`src/fnmf_pkg.sv`:
```
// ----------------------------------------------------------------------------
// fnmf_pkg
// Shared widths, register codes and the item record handed from the line
// front end to the result stage of the four-neighbor max filter.
// ----------------------------------------------------------------------------
package fnmf_pkg;

  localparam int PIX_W     = 8;
  localparam int CFG_W     = 11;
  localparam int POS_W     = 16;
  localparam int OUT_POS_W = 10;
  localparam int APB_W     = 32;
  localparam int ADDR_W    = 3;
  localparam int REG_SEL   = 2;
  localparam int LINE_W    = 2 * PIX_W;

  typedef enum logic [0:0] {
    REG_ROW_COUNT = 1'b0,
    REG_COL_COUNT = 1'b1
  } reg_idx_t;

  typedef struct packed {
    logic [PIX_W-1:0] l1;
    logic [PIX_W-1:0] l2;
  } line_entry_t;

  typedef struct packed {
    logic [PIX_W-1:0] pixel;
    logic [POS_W-1:0] row;
    logic [POS_W-1:0] col;
    logic [PIX_W-1:0] up_l1;
    logic [PIX_W-1:0] up_l2;
    logic [PIX_W-1:0] up_left;
    logic [PIX_W-1:0] left;
    logic [PIX_W-1:0] left_left;
    logic             row_ge1;
    logic             row_ge2;
    logic             col_ge1;
    logic             col_ge2;
    logic             last_row;
    logic             last_col;
  } pix_t;

endpackage

```
`src/fnmf_cfg.sv`:
```
// ----------------------------------------------------------------------------
// fnmf_cfg
// Frame size registers on the APB port, with the clamped sizes in use.
// ----------------------------------------------------------------------------
module fnmf_cfg #(
  parameter int MAX_ROWS = 1024,
  parameter int MAX_COLS = 1024
) (
  input  logic                          clk,
  input  logic                          rst,
  input  logic                          psel,
  input  logic                          penable,
  input  logic                          pwrite,
  input  logic [fnmf_pkg::ADDR_W-1:0]   paddr,
  input  logic [fnmf_pkg::APB_W-1:0]    pwdata,
  output logic [fnmf_pkg::APB_W-1:0]    prdata,
  output logic                          pready,
  output logic [fnmf_pkg::CFG_W-1:0]    rows_eff,
  output logic [fnmf_pkg::CFG_W-1:0]    cols_eff,
  output logic                          restart
);
  import fnmf_pkg::*;

  localparam int CFG_MAX = (1 << CFG_W) - 1;
  localparam int ROW_LIM = (MAX_ROWS < CFG_MAX) ? MAX_ROWS : CFG_MAX;
  localparam int COL_LIM = (MAX_COLS < CFG_MAX) ? MAX_COLS : CFG_MAX;

  logic [CFG_W-1:0] row_count;
  logic [CFG_W-1:0] col_count;
  reg_idx_t         idx;
  logic             wr;

  assign pready  = 1'b1;
  assign idx     = reg_idx_t'(paddr[REG_SEL]);
  assign wr      = psel && penable && pwrite;
  assign restart = wr;

  always_ff @(posedge clk) begin
    if (rst) begin
      row_count <= CFG_W'(4);
      col_count <= CFG_W'(5);
    end else if (wr) begin
      case (idx)
        REG_ROW_COUNT: row_count <= pwdata[CFG_W-1:0];
        REG_COL_COUNT: col_count <= pwdata[CFG_W-1:0];
        default: ;
      endcase
    end
  end

  always_comb begin
    case (idx)
      REG_ROW_COUNT: prdata = APB_W'(row_count);
      REG_COL_COUNT: prdata = APB_W'(col_count);
      default:       prdata = '0;
    endcase
  end

  always_comb begin
    if (row_count == '0) begin
      rows_eff = CFG_W'(1);
    end else if (row_count > CFG_W'(ROW_LIM)) begin
      rows_eff = CFG_W'(ROW_LIM);
    end else begin
      rows_eff = row_count;
    end
    if (col_count == '0) begin
      cols_eff = CFG_W'(1);
    end else if (col_count > CFG_W'(COL_LIM)) begin
      cols_eff = CFG_W'(COL_LIM);
    end else begin
      cols_eff = col_count;
    end
  end

endmodule

```
`config.mk`:
```
export PLATFORM = sky130hd
export DESIGN_NAME = fnmf_cfg
export DESIGN_NICKNAME = d
export VERILOG_FILES = /design/src/fnmf_pkg.sv /design/src/fnmf_cfg.sv
export SDC_FILE = /design/constraint.sdc
export NUM_CORES = 1
export LEC_CHECK = 0
export BUFFER_PORTS_ARGS = -buffer_cell sky130_fd_sc_hd__buf_2
export CORE_AREA = 2 2 59 61
export CTS_BUF_LIST = sky130_fd_sc_hd__clkbuf_4 sky130_fd_sc_hd__clkbuf_8
export DETAILED_ROUTE_END_ITERATION = 10
export DIE_AREA = 0 0 61 63
export HOLD_SLACK_MARGIN = 0.03
export PLACE_DENSITY_LB_ADDON = 0.3
export SETUP_SLACK_MARGIN = 0.05
export SLEW_MARGIN = 10
export SYNTH_ARGS = -nofsm -noshare
export SYNTH_HDL_FRONTEND = slang
export SYNTH_SLANG_ARGS = --single-unit
```
`constraint.sdc`:
```
create_clock -name clk -period 3.04 [get_ports clk]
set_clock_uncertainty 0.2 [all_clocks]
set_input_delay 0.152 -clock clk [delete_from_list [all_inputs] [get_ports clk]]
set_output_delay 0.152 -clock clk [all_outputs]
set_load 0.01 [all_outputs]
```
Word-level counts from Yosys, hierarchy flattened
Cells that the tools add are included.
W data, S select, Z words.
{"block": "classes", "n_lt_le_gt_ge": 2, "mux": 5, "reduce_logical": 6, "bitwise": 1}
{"cell": "$pmux W32 S2", "n": 1}
{"cell": "$mux W11", "n": 4}
{"cell": "$gt A11 B11 Y1 const B", "n": 2}
{"cell": "$logic_not A11 Y1", "n": 2}
{"cell": "$reduce_and A2 Y1", "n": 2}
{"cell": "$logic_and A1 B1 Y1", "n": 2}
{"cell": "$not A1 Y1", "n": 1}
{"block": "totals", "out_inout_bits": 56, "reg_bits": 22, "inputBits": 40, "elab_cells": 16}

Logic depth before layout (Yosys ltp)
Gate-level depths: netlist of run 1.
{"block": "depth", "depth_word": 3, "mapped_depth": 3, "mapped_depth_nobuf": 2}

Worst setup path before layout of run 1
No wires, ideal clock.
{"block": "synth_path", "path_type": "reg-to-output", "startpoint": "reg row_count[10]", "endpoint": "out prdata[10] in the netlist's numbering", "arrival_ps": 990, "n_path_buf": 1, "stages_incl_launch_ff": 4, "setup_slack_ps": 1698, "required_ps": 2688, "path_cell_list": "dfxtp_1 -> clkbuf_1 -> inv_1 -> o21ai_0"}
{"block": "synth_via", "elab_chain_len": 1}
{"element": "from (decl)", "line_no": "fnmf_cfg.sv:28", "text": "logic [CFG_W-1:0] row_count;"}
{"element": "from (signal assigned)", "line_no": "fnmf_cfg.sv:44", "text": "REG_ROW_COUNT: row_count <= pwdata[CFG_W-1:0];"}
{"element": "$pmux W32 S2", "line_no": "fnmf_cfg.sv:52", "text": "case (idx)"}
{"element": "to (decl)", "line_no": "fnmf_cfg.sv:16", "text": "output logic [fnmf_pkg::APB_W-1:0] prdata,"}
No other way between the ends. The select of a mux whose other input is x is not followed.

Worst setup path after layout of run 1
{"block": "layout_path", "startpoint": "reg col_count[10]", "endpoint": "out cols_eff[0] in the netlist's numbering"}
{"block": "layout_via", "elab_chain_len": 3, "word_cells_on_any_way": 4, "cone_classes": "order compare: 1; mux: 2; reduce/logical: 1"}
{"element": "from (decl)", "line_no": "fnmf_cfg.sv:29", "text": "logic [CFG_W-1:0] col_count;"}
{"element": "from (signal assigned)", "line_no": "fnmf_cfg.sv:45", "text": "REG_COL_COUNT: col_count <= pwdata[CFG_W-1:0];"}
{"element": "$gt A11 B11 Y1", "line_no": "fnmf_cfg.sv:69", "text": "end else if (col_count > CFG_W'(COL_LIM)) begin"}
{"element": "$mux W11", "line_no": "fnmf_cfg.sv:69"}
{"element": "$mux W11 *", "line_no": "fnmf_cfg.sv:67", "text": "if (col_count == '0) begin"}
{"element": "to (decl)", "line_no": "fnmf_cfg.sv:19", "text": "output logic [fnmf_pkg::CFG_W-1:0] cols_eff,"}
Every way passes the cells marked *; elsewhere a longest branch is shown, timed or not.

==> flow_metrics.env, run 1 <==
export IMPL_status="complete, no violations"
export IMPL_ios=96
export IMPL_grt_max_degree=35
export IMPL_tightest_slew_ns=0.703
export IMPL_min_from="penable"
export IMPL_place_ws_ns=1.34
export IMPL_clockPowerShare_pct=35.5
export IMPL_fin_crit_ns=1.90
export IMPL_cts_tree="done"
export IMPL_hold_violations=0
export IMPL_crit_required_ns=2.69
export IMPL_synth_warnings=0
export IMPL_place_gp_congestion=0.751
export IMPL_cts_setup_buffers=0
export IMPL_dr_pass1_iters=4
export IMPL_fmax_ghz=0.525
export IMPL_power_density_nw_per_um2=357
export IMPL_r2r_start="col_count[10]$_SDFFE_PP0P_"
export IMPL_hold_path_class="input port to flip-flop"
export IMPL_cts_buffer_depth=2
export IMPL_drc=0
export IMPL_ys_ff_latch=22
export IMPL_routed_wl_um=3010
export IMPL_synth_avg_cell_area_um2=9.14
export IMPL_startpoint="col_count[10]$_SDFFE_PP0P_"
export IMPL_h_tree_depth=1
export IMPL_numCtsBuffers=3
export IMPL_grt_setup_unrepaired="false"
export IMPL_setup_ws_ns=1.14
export IMPL_core_area_um2=3230
export IMPL_ys_flop_type="dfxtp_1"
export IMPL_finalMaxSlewViolations=0
export IMPL_drt_first_iter_violations=66
export IMPL_rows=21
export IMPL_vias=1136
export IMPL_hpwl_um=2120
export IMPL_num_antenna_cells=0
export IMPL_async_flop_share_pct=0
export IMPL_synth_edf_count=0
export IMPL_leakagePower_nw=0.876
export IMPL_end_kind="output pin"
export IMPL_ys_seq_area_share_pct=30.9
export IMPL_switchingPower_w=0.000146
export IMPL_antenna_found_initial=0
export IMPL_synth_area_top_cells="dfxtp_1 (31%), mux2i_1 (15%), nand2b_1 (13%)"
export IMPL_critPathKind="flip-flop to output pin"
export IMPL_maxCapViolCount=0
export IMPL_root_buffer="clkbuf_4"
export IMPL_post_cts_resized=0
export IMPL_seqPwrFrac_pct=48.6
export IMPL_critical_path_arrival_ns=1.55
export IMPL_yosys_area_top_type="dfxtp_1"
export IMPL_setup_viol=0
export IMPL_finalNetCount=250
export IMPL_finalPower_w=0.000622
export IMPL_relSlewSlack_pct=52.9
export IMPL_clk_latency_ns=0.30
export IMPL_avgViaCountPerCell=4.45
export IMPL_die_h_um=63
export IMPL_max_vdd_ir_drop_mv=0.294
export IMPL_start_util_pct=44.1
export IMPL_grt_pass1_vias=1074
export IMPL_wl_per_cell_um=11.8
export IMPL_area_delta_synth_final_pct=22.4
export IMPL_path_max_fanout=14
export IMPL_p_sw_share_pct=23.5
export IMPL_yosysTopAreaCellShare_pct=30.9
export IMPL_synth_area_um2=1430
export IMPL_io_buffers=50
export IMPL_fin_crit_sh_pct=62.6
export IMPL_drive_gt1_share_pct=31.1
export IMPL_ys_types=19
export IMPL_grt_overflow_total=0
export IMPL_p_int_w=0.000476
export IMPL_power_frac_comb_pct=15.9
export IMPL_clkSinkCount=22
export IMPL_yosys_top_cells_count="nand2b_1 (29), buf_4 (24), dfxtp_1 (22), mux2i_1 (22), nor2b_1 (18)"
export IMPL_worstSetupStartpointType="flip-flop"
export IMPL_grtUsageTotal_pct=17.1
export IMPL_clk_pin_slew_worst_paths_ns=0.13
export IMPL_yosys_cell_count_top_type="nand2b_1"
export IMPL_grt_pass1_wl_um=5070
export IMPL_die_area_um2=3840
export IMPL_die_w_um=61
export IMPL_ant_nets=0
export IMPL_finalSetupTns_ns=0
export IMPL_syn_inst=156
==> cells in the final DEF (no fill, tap or decap), types with 4 or more instances in the layout <==
cell / netlist / layout
mux2_2: 10 / 10
dfxtp_1: 22 / 22
buf_2: 0 / 50
mux2i_1: 22 / 22
nor4_1: 4 / 4
conb_1: 2 / 22
nor2b_1: 18 / 18
dlygate4sd3_1: 0 / 11
nor2_1: 7 / 7
nand2b_1: 29 / 29
==> power by group through the flow <==
| stage | Combinational [W] | Sequential [W] | Clock, W |
|---|---|---|---|
| 6_report | 0.0000989 | 0.000302 | 0.000220 |
| 4_1_cts | 0.0000989 | 0.000303 | 0.000229 |
| 3_5_place_dp | 0.0000878 | 0.000309 | 0 |
| 3_3_place_gp | 0.0000872 | 0.000309 | 0 |
| 2_1_floorplan | 0.0000836 | 0.000305 | 0 |
| 5_1_grt | 0.000110 | 0.000304 | 0.000237 |
==> what timing repair did <==
item                                    in CTS  in global routing
hold endpoints to repair                    22                  0
endpoints found under the setup margin       0                  0
hold buffers                                11                  0
==> critical path, cell delays in order (launching register included) <==
cell	delay [ns]
dfxtp_1	0.68
nor4_1	0.14
a32o_1	0.29
buf_2	0.14
==> through the flow <==
stage / util [%] / instances / hold slack (ns) / area [µm²]
after floorplan: - / 176 / 0.107 / 1500
after global placement: 48.9 / 240 / 0.228 / 1580
after detailed placement: 48.9 / 240 / 0.232 / 1580
after CTS: 54.0 / 255 / 0.101 / 1740
after global routing: 54.0 / 255 / 0.129 / 1740
final: 54.0 / 255 / 0.118 / 1740
==> cell families after synthesis <==
| kind of cell | synth area share [%] |
|---|---|
| flip-flops | 30.9 |
| other | 0.527 |
| buffers and inverters | 16.4 |
| AND/OR/NAND/NOR | 27.0 |
| AO/OA/AOI/OAI | 1.76 |
| multiplexers | 23.4 |
==> path summary, 6_finish.rpt <==
kind | slack (ns) | depth (start not counted) | endpoint
setup / recovery | 1.14 | 3 | cols_eff[0]
hold / removal | 0.12 | 3 | row_count[0]$_SDFFE_PP0P_
setup reg to reg | 1.88 | 2 | col_count[10]$_SDFFE_PP0P_
hold reg to reg | 0.31 | 2 | col_count[6]$_SDFFE_PP0P_
==> sequential cells by signal, indices dropped and copies added (netlist names) <==
register	cells
row_count	11
col_count	11
==> routing by layer <==
layer	track usage, %	routed length (µm)	part of all wire (%)
met1	24.2	1320	44
met2	26.7	1430	48
met3	2.69	230	7.6
met4	4.08	24	0.80
met5	0	0	0
==> final cells by class <==
type,instances,area (µm²)
fill,324,1490
multi-input combinational,120,826
sequential,22,440
timing repair buffer,61,360
tap,46,57.6
clock inverter,1,30.0
clock buffer,3,22.5
inverter,2,7.51
Note: power is estimated with default switching activity, not from simulation.
==> run 2: changes to the inputs <==
- CORE_AREA: 2 2 59 61 -> 2 2 64 66
- DIE_AREA: 0 0 61 63 -> 0 0 66 68
- clock period: 3.04 -> 1.5 ns (I/O delays scaled with it)
==> flow_metrics.env, run 2 (synthesized netlist as in run 1, its figures left out) <==
export IMPL_status="finished, violations left"
export IMPL_violations="negative setup slack"
export IMPL_finalPower_w=0.00126
export IMPL_mostFrequentLayoutCells="buf_2 (49), nand2b_1 (29), mux2i_1 (22), conb_1 (22), nor2b_1 (18)"
export IMPL_end_kind="output pin"
export IMPL_final_util_pct=48.8
export IMPL_path_max_fanout=2
export IMPL_hold_violations=0
export IMPL_rows=23
export IMPL_fin_crit_sh_pct=101
export IMPL_fin_crit_ns=1.51
export IMPL_place_gp_congestion=0.741
export IMPL_max_vdd_ir_drop_mv=0.458
export IMPL_core_area_um2=3860
export IMPL_leakagePower_nw=0.936
export IMPL_p_int_w=0.000939
export IMPL_finalMaxSlewViolations=0
export IMPL_crit_required_ns=1.22
export IMPL_highest_layer="met4"
export IMPL_cts_buffer_depth=2
export IMPL_clk_latency_ns=0.26
export IMPL_top_regs="col_count: 11 flops, row_count: 11 flops"
export IMPL_numCtsBuffers=3
export IMPL_vias=1163
export IMPL_grt_pass1_wl_um=4910
export IMPL_grtUsageTotal_pct=14.8
export IMPL_area_delta_synth_final_pct=32.0
export IMPL_n_fill_cell=393
export IMPL_grt_max_degree=35
export IMPL_h_tree_depth=1
export IMPL_ant_nets=0
export IMPL_die_h_um=68
export IMPL_m1WireLength_um=1390
export IMPL_ff2ff_setup_slack_ns=0.41
export IMPL_num_antenna_cells=0
export IMPL_seqPwrFrac_pct=48.5
export IMPL_cp_top_family="flip-flops"
export IMPL_met3_length_um=164
export IMPL_wl_per_cell_um=12.4
export IMPL_dr_pass1_iters=4
export IMPL_crit_buf_inv=1
export IMPL_io_buffers=50
export IMPL_power_frac_comb_pct=17.4
export IMPL_fmax_ghz=0.662
export IMPL_setup_ws_ns=-0.0102
export IMPL_dr_wl_met2_um=1700
export IMPL_routed_wl_um=3270
export IMPL_final_common_cell="buf_2"
export IMPL_setup_viol=1
export IMPL_clkSinkCount=22
export IMPL_multi_input_area_um2=880
export IMPL_ff_latch_area_um2=452
export IMPL_cts_tree="done"
export IMPL_hold_path_class="input port to flip-flop"
export IMPL_path_cells="nor4_4, a32o_2, buf_6"
export IMPL_p_sw_share_pct=25.4
export IMPL_root_buffer="clkbuf_8"
export IMPL_grt_setup_unrepaired="true"
export IMPL_critPathKind="flip-flop to output pin"
export IMPL_avgViaCountPerCell=4.41
export IMPL_clockPowerShare_pct=34.0
export IMPL_power_density_nw_per_um2=670
export IMPL_die_w_um=66
export IMPL_antenna_found_initial=0
export IMPL_ios=96
export IMPL_finalNetCount=255
export IMPL_grt_pass1_vias=1027
export IMPL_critical_path_arrival_ns=1.24
export IMPL_die_area_um2=4490
export IMPL_start_util_pct=37.0
export IMPL_slowest_delay_ns=0.35
export IMPL_hpwl_um=2280
export IMPL_drt_first_iter_violations=19
export IMPL_grt_overflow_total=0
export IMPL_clk_pin_slew_worst_paths_ns=0.08
export IMPL_drc=0
export IMPL_worstSetupStartpointType="flip-flop"
export IMPL_drive_gt1_share_pct=38.8
export IMPL_cpMaxStageDelayCell="dfxtp_4"
export IMPL_maxCapViolCount=0
export IMPL_switchingPower_w=0.000320
-- run 2: stage by stage --
stage               TNS [ns]  hold slack, ns  instance area [µm²]  worst slack [ns]  cells
finish               -0.0102          0.0954                 1880           -0.0102    264
global placement           0           0.142                 1620             0.182    247
detailed placement         0           0.149                 1620             0.165    247
floorplan                  0          0.0303                 1500             0.235    176
global route          -0.102           0.116                 1880           -0.0591    264
CTS                  -0.0297          0.0965                 1860           -0.0178    264
-- run 2: path summary, 6_finish.rpt --
check / startpoint / to / cells past startpoint
min: penable / row_count[0]$_SDFFE_PP0P_ / 3
max reg2reg: row_count[10]$_SDFFE_PP0P_ / row_count[10]$_SDFFE_PP0P_ / 3
max: col_count[3]$_SDFFE_PP0P_ / cols_eff[0] / 3
min reg2reg: col_count[7]$_SDFFE_PP0P_ / col_count[7]$_SDFFE_PP0P_ / 2
-- run 2: power groups by stage --
stage | Clock (W) | Sequential (W) | Combinational [W]
after floorplan | 0 | 0.000619 | 0.000169
after global placement | 0 | 0.000623 | 0.000187
after detailed placement | 0 | 0.000623 | 0.000187
after CTS | 0.000436 | 0.000610 | 0.000216
after global routing | 0.000454 | 0.000614 | 0.000242
final | 0.000429 | 0.000612 | 0.000219
-- run 2: metal layers --
metal,vias to the layer above,global-route usage [%]
li1,581,-
met1,539,18.2
met2,41,26.1
met3,2,2.30
met4,0,5.36
met5,-,0
-- run 2: worst min-delay path, stage by stage --
cell and delay [ns]:
buf_2 0.11, and4b_1 0.25, mux2i_1 0.08
-- run 2: repair_timing --
action / 4_1_cts / 5_1_grt
resized for setup: 14 / 7
hold buffers: 11 / 0
setup endpoints to repair: 2 / 3
hold endpoints to repair: 22 / 0
setup buffers: 2 / 0
pin swaps: 5 / 4
-- run 2: layout make-up --
cell class                      count  share of cell area (%)
Clock buffer                        4                    2.93
Inverter                            2                   0.399
Multi-Input combinational cell    120                    46.8
Sequential cell                    22                    24.0
Tap cell                           50                    3.33
Timing Repair Buffer               66                    22.6
