[config.mk]
export PLATFORM = sky130hd
export DESIGN_NAME = fnmf_emit
export DESIGN_NICKNAME = d
export VERILOG_FILES = /design/src/fnmf_pkg.sv /design/src/fnmf_emit.sv
export SDC_FILE = /design/constraint.sdc
export NUM_CORES = 1
export LEC_CHECK = 0
export BUFFER_PORTS_ARGS = -buffer_cell sky130_fd_sc_hd__buf_2
export CAP_MARGIN = 10
export CORE_UTILIZATION = 50
export DETAILED_ROUTE_END_ITERATION = 7
export GPL_ROUTABILITY_DRIVEN = 0
export PLACE_DENSITY = 0.8
export SETUP_SLACK_MARGIN = 0.3
export SYNTH_ARGS = -nofsm -noshare
export SYNTH_HDL_FRONTEND = slang
export SYNTH_SLANG_ARGS = --single-unit
[constraint.sdc]
create_clock -name clk -period 3.3 [get_ports clk]
set_input_delay 0.33 -clock clk [delete_from_list [all_inputs] [get_ports clk]]
set_output_delay 0.33 -clock clk [all_outputs]
set_load 0.01 [all_outputs]
[src/fnmf_pkg.sv]
// ----------------------------------------------------------------------------
// fnmf_pkg
// Shared widths, register codes and the item record handed from the line
// front end to the result stage of the four-neighbor max filter.
// ----------------------------------------------------------------------------
package fnmf_pkg;

  localparam int PIX_W     = 8;
  localparam int CFG_W     = 11;
  localparam int POS_W     = 16;
  localparam int OUT_POS_W = 10;
  localparam int APB_W     = 32;
  localparam int ADDR_W    = 3;
  localparam int REG_SEL   = 2;
  localparam int LINE_W    = 2 * PIX_W;

  typedef enum logic [0:0] {
    REG_ROW_COUNT = 1'b0,
    REG_COL_COUNT = 1'b1
  } reg_idx_t;

  typedef struct packed {
    logic [PIX_W-1:0] l1;
    logic [PIX_W-1:0] l2;
  } line_entry_t;

  typedef struct packed {
    logic [PIX_W-1:0] pixel;
    logic [POS_W-1:0] row;
    logic [POS_W-1:0] col;
    logic [PIX_W-1:0] up_l1;
    logic [PIX_W-1:0] up_l2;
    logic [PIX_W-1:0] up_left;
    logic [PIX_W-1:0] left;
    logic [PIX_W-1:0] left_left;
    logic             row_ge1;
    logic             row_ge2;
    logic             col_ge1;
    logic             col_ge2;
    logic             last_row;
    logic             last_col;
  } pix_t;

endpackage

[src/fnmf_emit.sv]
// ----------------------------------------------------------------------------
// fnmf_emit
// Result stage: holds one item, works out its up to three results and hands
// them one per cycle to the output register while the output does not stall.
// ----------------------------------------------------------------------------
module fnmf_emit (
  input  logic                            clk,
  input  logic                            rst,
  input  logic                            pix_load,
  input  fnmf_pkg::pix_t                  pix,
  input  logic [fnmf_pkg::PIX_W-1:0]      ahead,
  output logic                            take_ok,
  output logic                            out_valid,
  input  logic                            out_stall,
  output logic [fnmf_pkg::OUT_POS_W-1:0]  out_row,
  output logic [fnmf_pkg::OUT_POS_W-1:0]  out_col,
  output logic [fnmf_pkg::PIX_W-1:0]      max_value,
  output logic                            has_neighbor,
  output logic                            frame_end,
  output logic                            run_last
);
  import fnmf_pkg::*;

  localparam logic [2:0] RES_UP  = 3'b001;
  localparam logic [2:0] RES_ROW = 3'b010;
  localparam logic [2:0] RES_END = 3'b100;

  function automatic logic [PIX_W-1:0] max8(input logic [PIX_W-1:0] a,
                                            input logic [PIX_W-1:0] b);
    max8 = (a > b) ? a : b;
  endfunction

  pix_t                 cur;
  logic [2:0]           pend;
  logic [2:0]           pend_new;
  logic [2:0]           sel;
  logic [2:0]           pend_rest;
  logic                 slot_free;
  logic                 issue;
  logic [PIX_W-1:0]     up_best;
  logic [PIX_W-1:0]     row_best;
  logic [PIX_W-1:0]     end_best;
  logic [POS_W-1:0]     res_row;
  logic [POS_W-1:0]     res_col;
  logic [PIX_W-1:0]     res_max;
  logic                 res_has;
  logic                 res_end;

  assign pend_new  = {pix.last_row && pix.last_col,
                      pix.last_row && pix.col_ge1,
                      pix.row_ge1};
  assign sel       = pend & (~pend + 3'd1);
  assign pend_rest = pend & ~sel;
  assign slot_free = !out_valid || !out_stall;
  assign issue     = (pend != '0) && slot_free;
  assign take_ok   = (pend == '0) || (issue && (pend_rest == '0));

  assign up_best  = max8(max8(cur.pixel, cur.row_ge2 ? cur.up_l2 : '0),
                         max8(cur.col_ge1 ? cur.up_left : '0,
                              cur.last_col ? '0 : ahead));
  assign row_best = max8(cur.pixel,
                         max8(cur.row_ge1 ? cur.up_left : '0,
                              cur.col_ge2 ? cur.left_left : '0));
  assign end_best = max8(cur.row_ge1 ? cur.up_l1 : '0,
                         cur.col_ge1 ? cur.left : '0);

  always_comb begin
    case (sel)
      RES_UP: begin
        res_row = cur.row - POS_W'(1);
        res_col = cur.col;
        res_max = up_best;
        res_has = 1'b1;
        res_end = 1'b0;
      end
      RES_ROW: begin
        res_row = cur.row;
        res_col = cur.col - POS_W'(1);
        res_max = row_best;
        res_has = 1'b1;
        res_end = 1'b0;
      end
      RES_END: begin
        res_row = cur.row;
        res_col = cur.col;
        res_max = end_best;
        res_has = cur.row_ge1 || cur.col_ge1;
        res_end = 1'b1;
      end
      default: begin
        res_row = '0;
        res_col = '0;
        res_max = '0;
        res_has = 1'b0;
        res_end = 1'b0;
      end
    endcase
  end

  always_ff @(posedge clk) begin
    if (rst) begin
      pend <= '0;
    end else if (pix_load) begin
      pend <= pend_new;
    end else if (issue) begin
      pend <= pend_rest;
    end
  end

  always_ff @(posedge clk) begin
    if (pix_load) begin
      cur <= pix;
    end
  end

  always_ff @(posedge clk) begin
    if (rst) begin
      out_valid <= 1'b0;
    end else if (issue) begin
      out_valid <= 1'b1;
    end else if (!out_stall) begin
      out_valid <= 1'b0;
    end
  end

  always_ff @(posedge clk) begin
    if (issue) begin
      out_row      <= OUT_POS_W'(res_row);
      out_col      <= OUT_POS_W'(res_col);
      max_value    <= res_max;
      has_neighbor <= res_has;
      frame_end    <= res_end;
      run_last     <= (pend_rest == '0);
    end
  end

endmodule
== Word level (Yosys, flattened, before mapping) ==
Index checks and enable logic that the tools add are counted.
Word-level totals
  register bits after elaboration: 108
  input port bits: 98
  output and inout port bits: 33
  word-level logic and storage cells: 76
Cells by class
  $add $sub $neg: 3
  $lt $le $gt $ge: 6
  equality and inequality tests: 4
  mux-type cells: 22
  bitwise operators: 4
  reduce and logical (&&, ||, !) cells: 16
Operators with widths (number)
  $mux W8: 13
  $gt A8 B8 Y1: 6
  $pmux W10 S2: 2
  $pmux W8 S3: 1
  $sub A10 B1 Y10 const B: 2
  $and A3 B3 Y3: 2
  $logic_not A3 Y1: 2
  $mux W3: 2
  $not A3 Y3: 2
  $reduce_or A2 Y1: 3
  $logic_and A1 B1 Y1: 4
  $add A3 B1 Y3 const B: 1
  $eq A3 B1 Y1 const B: 1
  $eq A3 B2 Y1 const B: 1
  $eq A3 B3 Y1 const B: 1
  $logic_or A1 B1 Y1: 3
  $mux W1: 3
  $reduce_bool A3 Y1: 1
  $logic_not A1 Y1: 2
  $ne A2 B1 Y1 const B: 1
  $pmux W1 S2: 1
  $reduce_bool A2 Y1: 1

== Depth between registers and ports, before layout ==
Gate-level depths: netlist of the first run.
  depth in word-level cells: 8
  mapped depth: 18
  mapped depth without buffers: 17

== Least setup slack after synthesis of the first run ==
Ideal clock, no wire load.
  kind: register to register
  start: register cur[0] (netlist name)
  end: register max_value[0] (netlist name) (data pin)
  setup time: 0.259 ns
  arrival time: 3.364 ns
  data required time: 3.041 ns
  slack: -0.323 ns
  cell stages (with the launch flop): 17
  path buffers: 0
  clock period less this slack: 3.623 ns
  cell sequence: edfxtp_1 -> nor2b_1 -> inv_1 -> ha_1 -> nor2b_1 -> o211ai_1 -> a21boi_1 -> o21a_1 -> a221oi_1 -> ha_1 -> nor2b_1 -> o21a_1 -> o21ai_1 -> o2111ai_1 -> nand3_1 -> o32ai_1 -> a211o_1
On the way
  longest elaborated chain between the ends: 6
RTL lines
  start, declared: line fnmf_emit.sv:33  | pix_t cur;
  start signal, assigned: line fnmf_emit.sv:112  | cur <= pix;
  $mux W8 *: line fnmf_emit.sv:60  | cur.last_col ? '0 : ahead));
  $gt A8 B8 Y1: line fnmf_emit.sv:30  | max8 = (a > b) ? a : b;
  $mux W8 *: line fnmf_emit.sv:30
  $gt A8 B8 Y1: line fnmf_emit.sv:30
  $mux W8 *: line fnmf_emit.sv:30
  $pmux W8 S3 *: line fnmf_emit.sv:68  | case (sel)
  net res_max[0]: line fnmf_emit.sv:45  | logic [PIX_W-1:0] res_max;
  end signal, assigned: line fnmf_emit.sv:130  | max_value <= res_max;
  end, declared: line fnmf_emit.sv:17  | output logic [fnmf_pkg::PIX_W-1:0] max_value,
Mark *: on every way through the listed nets, which the timed path passes. The rest lies on a longest branch.
A chain may end at the register's enable or synchronous reset.

== Worst setup path after layout of the first run ==
  start: register cur[0] (netlist name)
  end: register max_value[3] (netlist name) (data pin)
The elaborated chain is that of the path after synthesis.

==> impl_metrics.env, run 1 <==
export IMPL_cts_max_level=3
export IMPL_synth_flop_cell="edfxtp_1"
export IMPL_yosysWarnings=0
export IMPL_hold_viol=0
export IMPL_setup_violations=8
export IMPL_insertedDiodeCount=0
export IMPL_async_flop_share_pct=0
export IMPL_yosysTopAreaCell="edfxtp_1"
export IMPL_drt_pass1_iter_count=6
export IMPL_grt_pass1_vias=5609
export IMPL_synth_common_cells="edfxtp_1, nand2_1, ha_1"
export IMPL_worstHoldStart="pix[37]"
export IMPL_syn_area_per_cell_um2=10.6
export IMPL_core_rowCount=40
export IMPL_finClkSkew_ps=10.4
export IMPL_cp_startpoint="cur[0]$_DFFE_PP_"
export IMPL_crit_path_start_kind="flip-flop"
export IMPL_hold_buffers=0
export IMPL_ys_types=55
export IMPL_dp_hpwl_mm=12.8
export IMPL_numClockSinks=108
export IMPL_die_x_um=114
export IMPL_core_mm2=0.0121
export IMPL_post_synth_top_count_cell="edfxtp_1"
export IMPL_antenna_found_initial=0
export IMPL_gr_usage_all_layers_pct=26.8
export IMPL_cp_required_ps=3470
export IMPL_seqPwrFrac_pct=39.0
export IMPL_dp_cells=972
export IMPL_max_freq_mhz=265
export IMPL_vdd_drop_max_v=0.000377
export IMPL_netlist_area_mm2=0.00627
export IMPL_grt_max_degree=48
export IMPL_routed_via_density=5.81
export IMPL_cp_end_kind="flip-flop"
export IMPL_min_period_ps=3780
export IMPL_start_util_pct=51.8
export IMPL_drtIter0Drc=555
export IMPL_cts_made_buffers=9
export IMPL_status="finished, violations left"
export IMPL_hold_path_class="input pin to flip-flop"
export IMPL_drc=0
export IMPL_cts_tree="built"
export IMPL_clock_latency_ps=370
export IMPL_grt_pass1_wl_mm=26.7
export IMPL_die_y_um=114
export IMPL_cts_root_buf="clkbuf_16"
export IMPL_combinationalPowerShare_pct=36.0
export IMPL_switching_share_pct=32.6
export IMPL_p_sw_w=0.00141
export IMPL_setup_slack_ps=-479
export IMPL_arrival_ps=3950
export IMPL_die_area_mm2=0.0130
export IMPL_overflow=0
export IMPL_path_clk_slew_ps=80
export IMPL_min_period_over_period_pct=115
export IMPL_worst_slew_pin_slew_ps=734
export IMPL_rsz0062_at_grt="yes"
export IMPL_p_int_w=0.00291
export IMPL_worstReg2RegStart="cur[0]$_DFFE_PP_"
export IMPL_pwr_share_clk_pct=25.1
export IMPL_p_leak_nw=3.62
export IMPL_synth_edf_count=104
export IMPL_synth_cells=593
export IMPL_maxCapViolations=0
export IMPL_layout_cells_non_filler=1008
export IMPL_syn_to_final_growth_pct=39.9
export IMPL_nets=983
export IMPL_power_density_mw_per_mm2=492
export IMPL_ys_seq_elements=108
export IMPL_ys_seq_area_share_pct=51.1
export IMPL_cp_max_fo=8
export IMPL_ant_nets=0
export IMPL_ys_top_cells_by_area="edfxtp_1, ha_1, nand2_1"
export IMPL_io_buffers=118
export IMPL_holdWs_ps=131
export IMPL_violations="negative setup slack"
export IMPL_slew_viol_final=0
export IMPL_wirelength_mm=18.0
export IMPL_drive_gt1_share_pct=40.1
export IMPL_io_pins=131
export IMPL_avgRoutedWirePerCell_um=17.8
export IMPL_synth_nets=741
export IMPL_vias=5852
export IMPL_cts_max_path_buffers=2
export IMPL_crit_type="flip-flop to flip-flop"
export IMPL_synth_top_area_share_pct=49.8
export IMPL_slew_headroom_pct=51.1
critical path, stage by stage (launching register included):
cell and delay [ps]:
edfxtp_1 400, buf_6 180, nor2b_2 130, inv_1 60, ha_1 340, a21oi_2 220, o21ai_2 110, o21a_2 290
a221oi_4 350, ha_4 260, nor2b_4 120, o21a_1 180, o21ai_2 160, o2111ai_4 170, a21bo_4 290, o22a_1 200
o211ai_1 140
sequential cells by signal (all words and copies together) (netlist names):
register      count
out_valid         1
cur              73
out_col          10
frame_end         1
has_neighbor      1
run_last          1
pend              3
max_value         8
out_row          10
power groups by stage:
stage	combinational, W	sequential (W)	clock (W)
floorplan	0.000649	0.00171	0
global placement	0.00111	0.00171	0
detailed placement	0.00119	0.00171	0
CTS	0.00127	0.00168	0.00110
global route	0.00166	0.00169	0.00115
finish	0.00155	0.00168	0.00108
metrics by stage:
stage	setup WS [ps]	setup TNS [ps]	power, W	cell area [um^2]	util (%)
floorplan	-235	-1470	0.00236	6300	-
global placement	-364	-2730	0.00282	7870	65.0
detailed placement	-498	-3690	0.00290	7870	65.0
CTS	-411	-3130	0.00405	8320	68.7
global route	-637	-4880	0.00450	8770	72.4
finish	-479	-3630	0.00432	8770	72.4
layout make-up:
| type | instances | area [um^2] |
|---|---|---|
| clock buffer | 9 | 225 |
| clock inverter | 7 | 78.8 |
| fill | 819 | 3340 |
| inverter | 35 | 131 |
| multi-input combinational | 435 | 3330 |
| sequential | 108 | 3200 |
| tap | 168 | 210 |
| timing repair buffer | 246 | 1590 |
path summary, 6_finish.rpt:
path,to,cells past startpoint,slack [ps]
setup reg to reg,max_value[3]$_DFFE_PP_,16,-480
setup / recovery,max_value[3]$_DFFE_PP_,16,-480
hold / removal,cur[37]$_DFFE_PP_,1,130
hold reg to reg,out_valid$_SDFFE_PP0P_,2,570
logic make-up after synthesis:
kind of cell / after synthesis / synth area share (%)
compound gates: 163 / 16.6
flops: 108 / 51.1
buf+inv: 50 / 3.13
simple gates: 201 / 15.9
mux: 14 / 2.34
xor+xnor: 7 / 0.978
fa+ha+maj: 50 / 9.98
what timing repair did:
| action | CTS | global route |
|---|---|---|
| setup endpoints to repair | 8 | 8 |
| hold endpoints to repair | 0 | 0 |
| pin swaps | 23 | 31 |
| buffers inserted | 7 | 13 |
| gates resized for setup | 27 | 66 |
placed cells by master, fill, tap and decap left out, types with 6 or more instances in the layout:
cell type	synthesis	layout
buf_4	0	122
buf_2	1	118
edfxtp_1	104	104
nand2_1	72	68
ha_1	50	43
inv_1	35	34
nor2_1	33	31
and2_1	32	30
o21ai_0	38	30
a21oi_1	40	30
a31oi_1	17	17
nor3_1	13	13
nand4_1	10	10
o211ai_1	10	10
a21oi_2	1	10
clkbuf_16	0	9
o22a_1	8	8
a211oi_1	8	8
nor3b_1	8	8
mux2i_1	12	7
xnor2_1	6	6
o21ai_2	0	6
routing by layer:
layer  vias to the layer above  track usage [%]  wire length (um)
li1                       2708                -                 -
met1                      2810             30.9              6970
met2                       279             48.4              9280
met3                        55             5.69              1100
met4                         0             10.9               608
met5                         -                0                 0
(Power assumes the default switching activity.)
==> inputs of run 2 (changes only) <==
--- a/config.mk
+++ b/config.mk
@@ -7,6 +7,7 @@
 export LEC_CHECK = 0
 export BUFFER_PORTS_ARGS = -buffer_cell sky130_fd_sc_hd__buf_2
 export CAP_MARGIN = 10
+export CORE_ASPECT_RATIO = 0.8
 export CORE_UTILIZATION = 50
 export DETAILED_ROUTE_END_ITERATION = 7
 export GPL_ROUTABILITY_DRIVEN = 0
==> impl_metrics.env, run 2 (synthesized netlist as in run 1, its figures left out) <==
export IMPL_slew_headroom_pct=36.4
export IMPL_cts_made_buffers=9
export IMPL_hold_path_class="input pin to flip-flop"
export IMPL_die_area_mm2=0.0130
export IMPL_io_buffers=118
export IMPL_wirelength_mm=16.7
export IMPL_drt_pass1_iter_count=6
export IMPL_maxCapViolations=0
export IMPL_p_leak_nw=3.52
export IMPL_rsz0062_at_grt="yes"
export IMPL_clock_latency_ps=360
export IMPL_die_y_um=102
export IMPL_min_period_over_period_pct=114
export IMPL_top_register="cur"
export IMPL_hold_buffers=0
export IMPL_preCtsSetupSlack_ps=-487
export IMPL_drc=0
export IMPL_cp_max_fo=8
export IMPL_dpl_instance_area_mm2=0.00792
export IMPL_worstHoldStart="pix[55]"
export IMPL_drive_gt1_share_pct=35.3
export IMPL_top_regs="cur (73), out_col (10), out_row (10)"
export IMPL_drtIter0Drc=447
export IMPL_die_x_um=127
export IMPL_insertedDiodeCount=0
export IMPL_slew_viol_final=0
export IMPL_nets=977
export IMPL_min_period_ps=3780
export IMPL_largest_reg_flops=73
export IMPL_vias=5692
export IMPL_dp_cells=980
export IMPL_overflow=0
export IMPL_status="finished, violations left"
export IMPL_numClockSinks=108
export IMPL_cp_startpoint="cur[4]$_DFFE_PP_"
export IMPL_core_rowCount=36
export IMPL_ant_nets=0
export IMPL_total_power_w=0.00409
export IMPL_worst_slew_pin_slew_ps=947
export IMPL_syn_to_final_growth_pct=34.0
export IMPL_grt_pass1_vias=5551
export IMPL_path_clk_slew_ps=70
export IMPL_dp_hpwl_mm=12.6
export IMPL_start_util_pct=51.4
export IMPL_max_freq_mhz=265
export IMPL_gr_usage_all_layers_pct=26.0
export IMPL_grt_pass1_wl_mm=25.9
export IMPL_vdd_drop_max_v=0.000423
export IMPL_routed_via_density=5.66
export IMPL_antenna_found_initial=0
export IMPL_crit_type="flip-flop to flip-flop"
export IMPL_core_mm2=0.0122
export IMPL_fin_area_mm2=0.00840
export IMPL_cp_required_ps=3390
export IMPL_layout_cells_non_filler=1005
export IMPL_cts_max_level=3
export IMPL_hold_viol=0
export IMPL_mostFrequentLayoutCells="buf_2, buf_4, edfxtp_1"
export IMPL_cts_max_path_buffers=2
export IMPL_tns_ps=-3500
export IMPL_crit_path_start_kind="flip-flop"
export IMPL_io_pins=131
export IMPL_finClkSkew_ps=10.5
export IMPL_cts_tree="built"
export IMPL_avgRoutedWirePerCell_um=16.6
export IMPL_arrival_ps=3860
export IMPL_grt_max_degree=43
export IMPL_cts_root_buf="clkbuf_16"
export IMPL_cp_end_kind="flip-flop"
export IMPL_worstReg2RegStart="cur[4]$_DFFE_PP_"
export IMPL_setup_slack_ps=-476
export IMPL_violations="negative setup slack"
export IMPL_power_density_mw_per_mm2=486
export IMPL_setup_violations=8
[run 2: worst max-delay path: stages (launching register included)]
cell	delay (ps)
edfxtp_1	420
and2_1	210
inv_1	60
ha_1	280
nor2b_1	140
o211ai_1	160
a21oi_1	100
o22ai_2	140
buf_4	170
buf_4	120
mux2i_1	290
inv_1	80
ha_1	330
nand4_1	150
nor3_1	280
a21oi_2	80
nand3_2	120
buf_12	120
o22a_1	150
o211ai_1	110
[run 2: timing repair]
item / CTS / global route
gates resized for setup: 12 / 18
pin swaps: 1 / 9
setup buffers: 2 / 7
endpoints found under the setup margin: 8 / 8
[run 2: metrics by stage]
| step | util, % | hold WS [ps] |
|---|---|---|
| final | 68.8 | 139 |
| after global routing | 68.8 | 127 |
| after CTS | 67.8 | 133 |
| after detailed placement | 64.9 | 508 |
| after global placement | 64.9 | 507 |
| after floorplan | - | 399 |
[run 2: path summary, 6_finish.rpt]
kind | endpoint | slack (ps) | cells after the start
max | max_value[4]$_DFFE_PP_ | -480 | 19
min | cur[55]$_DFFE_PP_ | 140 | 1
max reg2reg | max_value[4]$_DFFE_PP_ | -480 | 19
min reg2reg | out_col[2]$_DFFE_PP_ | 570 | 1
[run 2: area by class of cell]
type | count | area (um^2)
clock buffers | 9 | 225
clock inverters | 7 | 51.3
fillers | 877 | 3800
inverters | 35 | 131
multi-input cells | 435 | 3040
flip-flops and latches | 108 | 3200
well taps | 171 | 214
repair buffers | 240 | 1540
[run 2: per-layer routing]
metal | track usage [%] | vias up | share of wire (%) | wire (um)
met5 | 0 | - | 0 | 0
met4 | 10.6 | 0 | 3.5 | 592
met3 | 5.97 | 61 | 6.5 | 1090
met2 | 44.8 | 281 | 48 | 7970
met1 | 32.1 | 2651 | 42 | 7070
li1 | - | 2699 | - | -
[run 2: power by group]
part           leakage, nW  switching [W]  internal, W  total [W]
combinational         2.34       0.000717     0.000657    0.00137
sequential            1.05      0.0000571      0.00163    0.00168
clock                0.132       0.000514     0.000516    0.00103
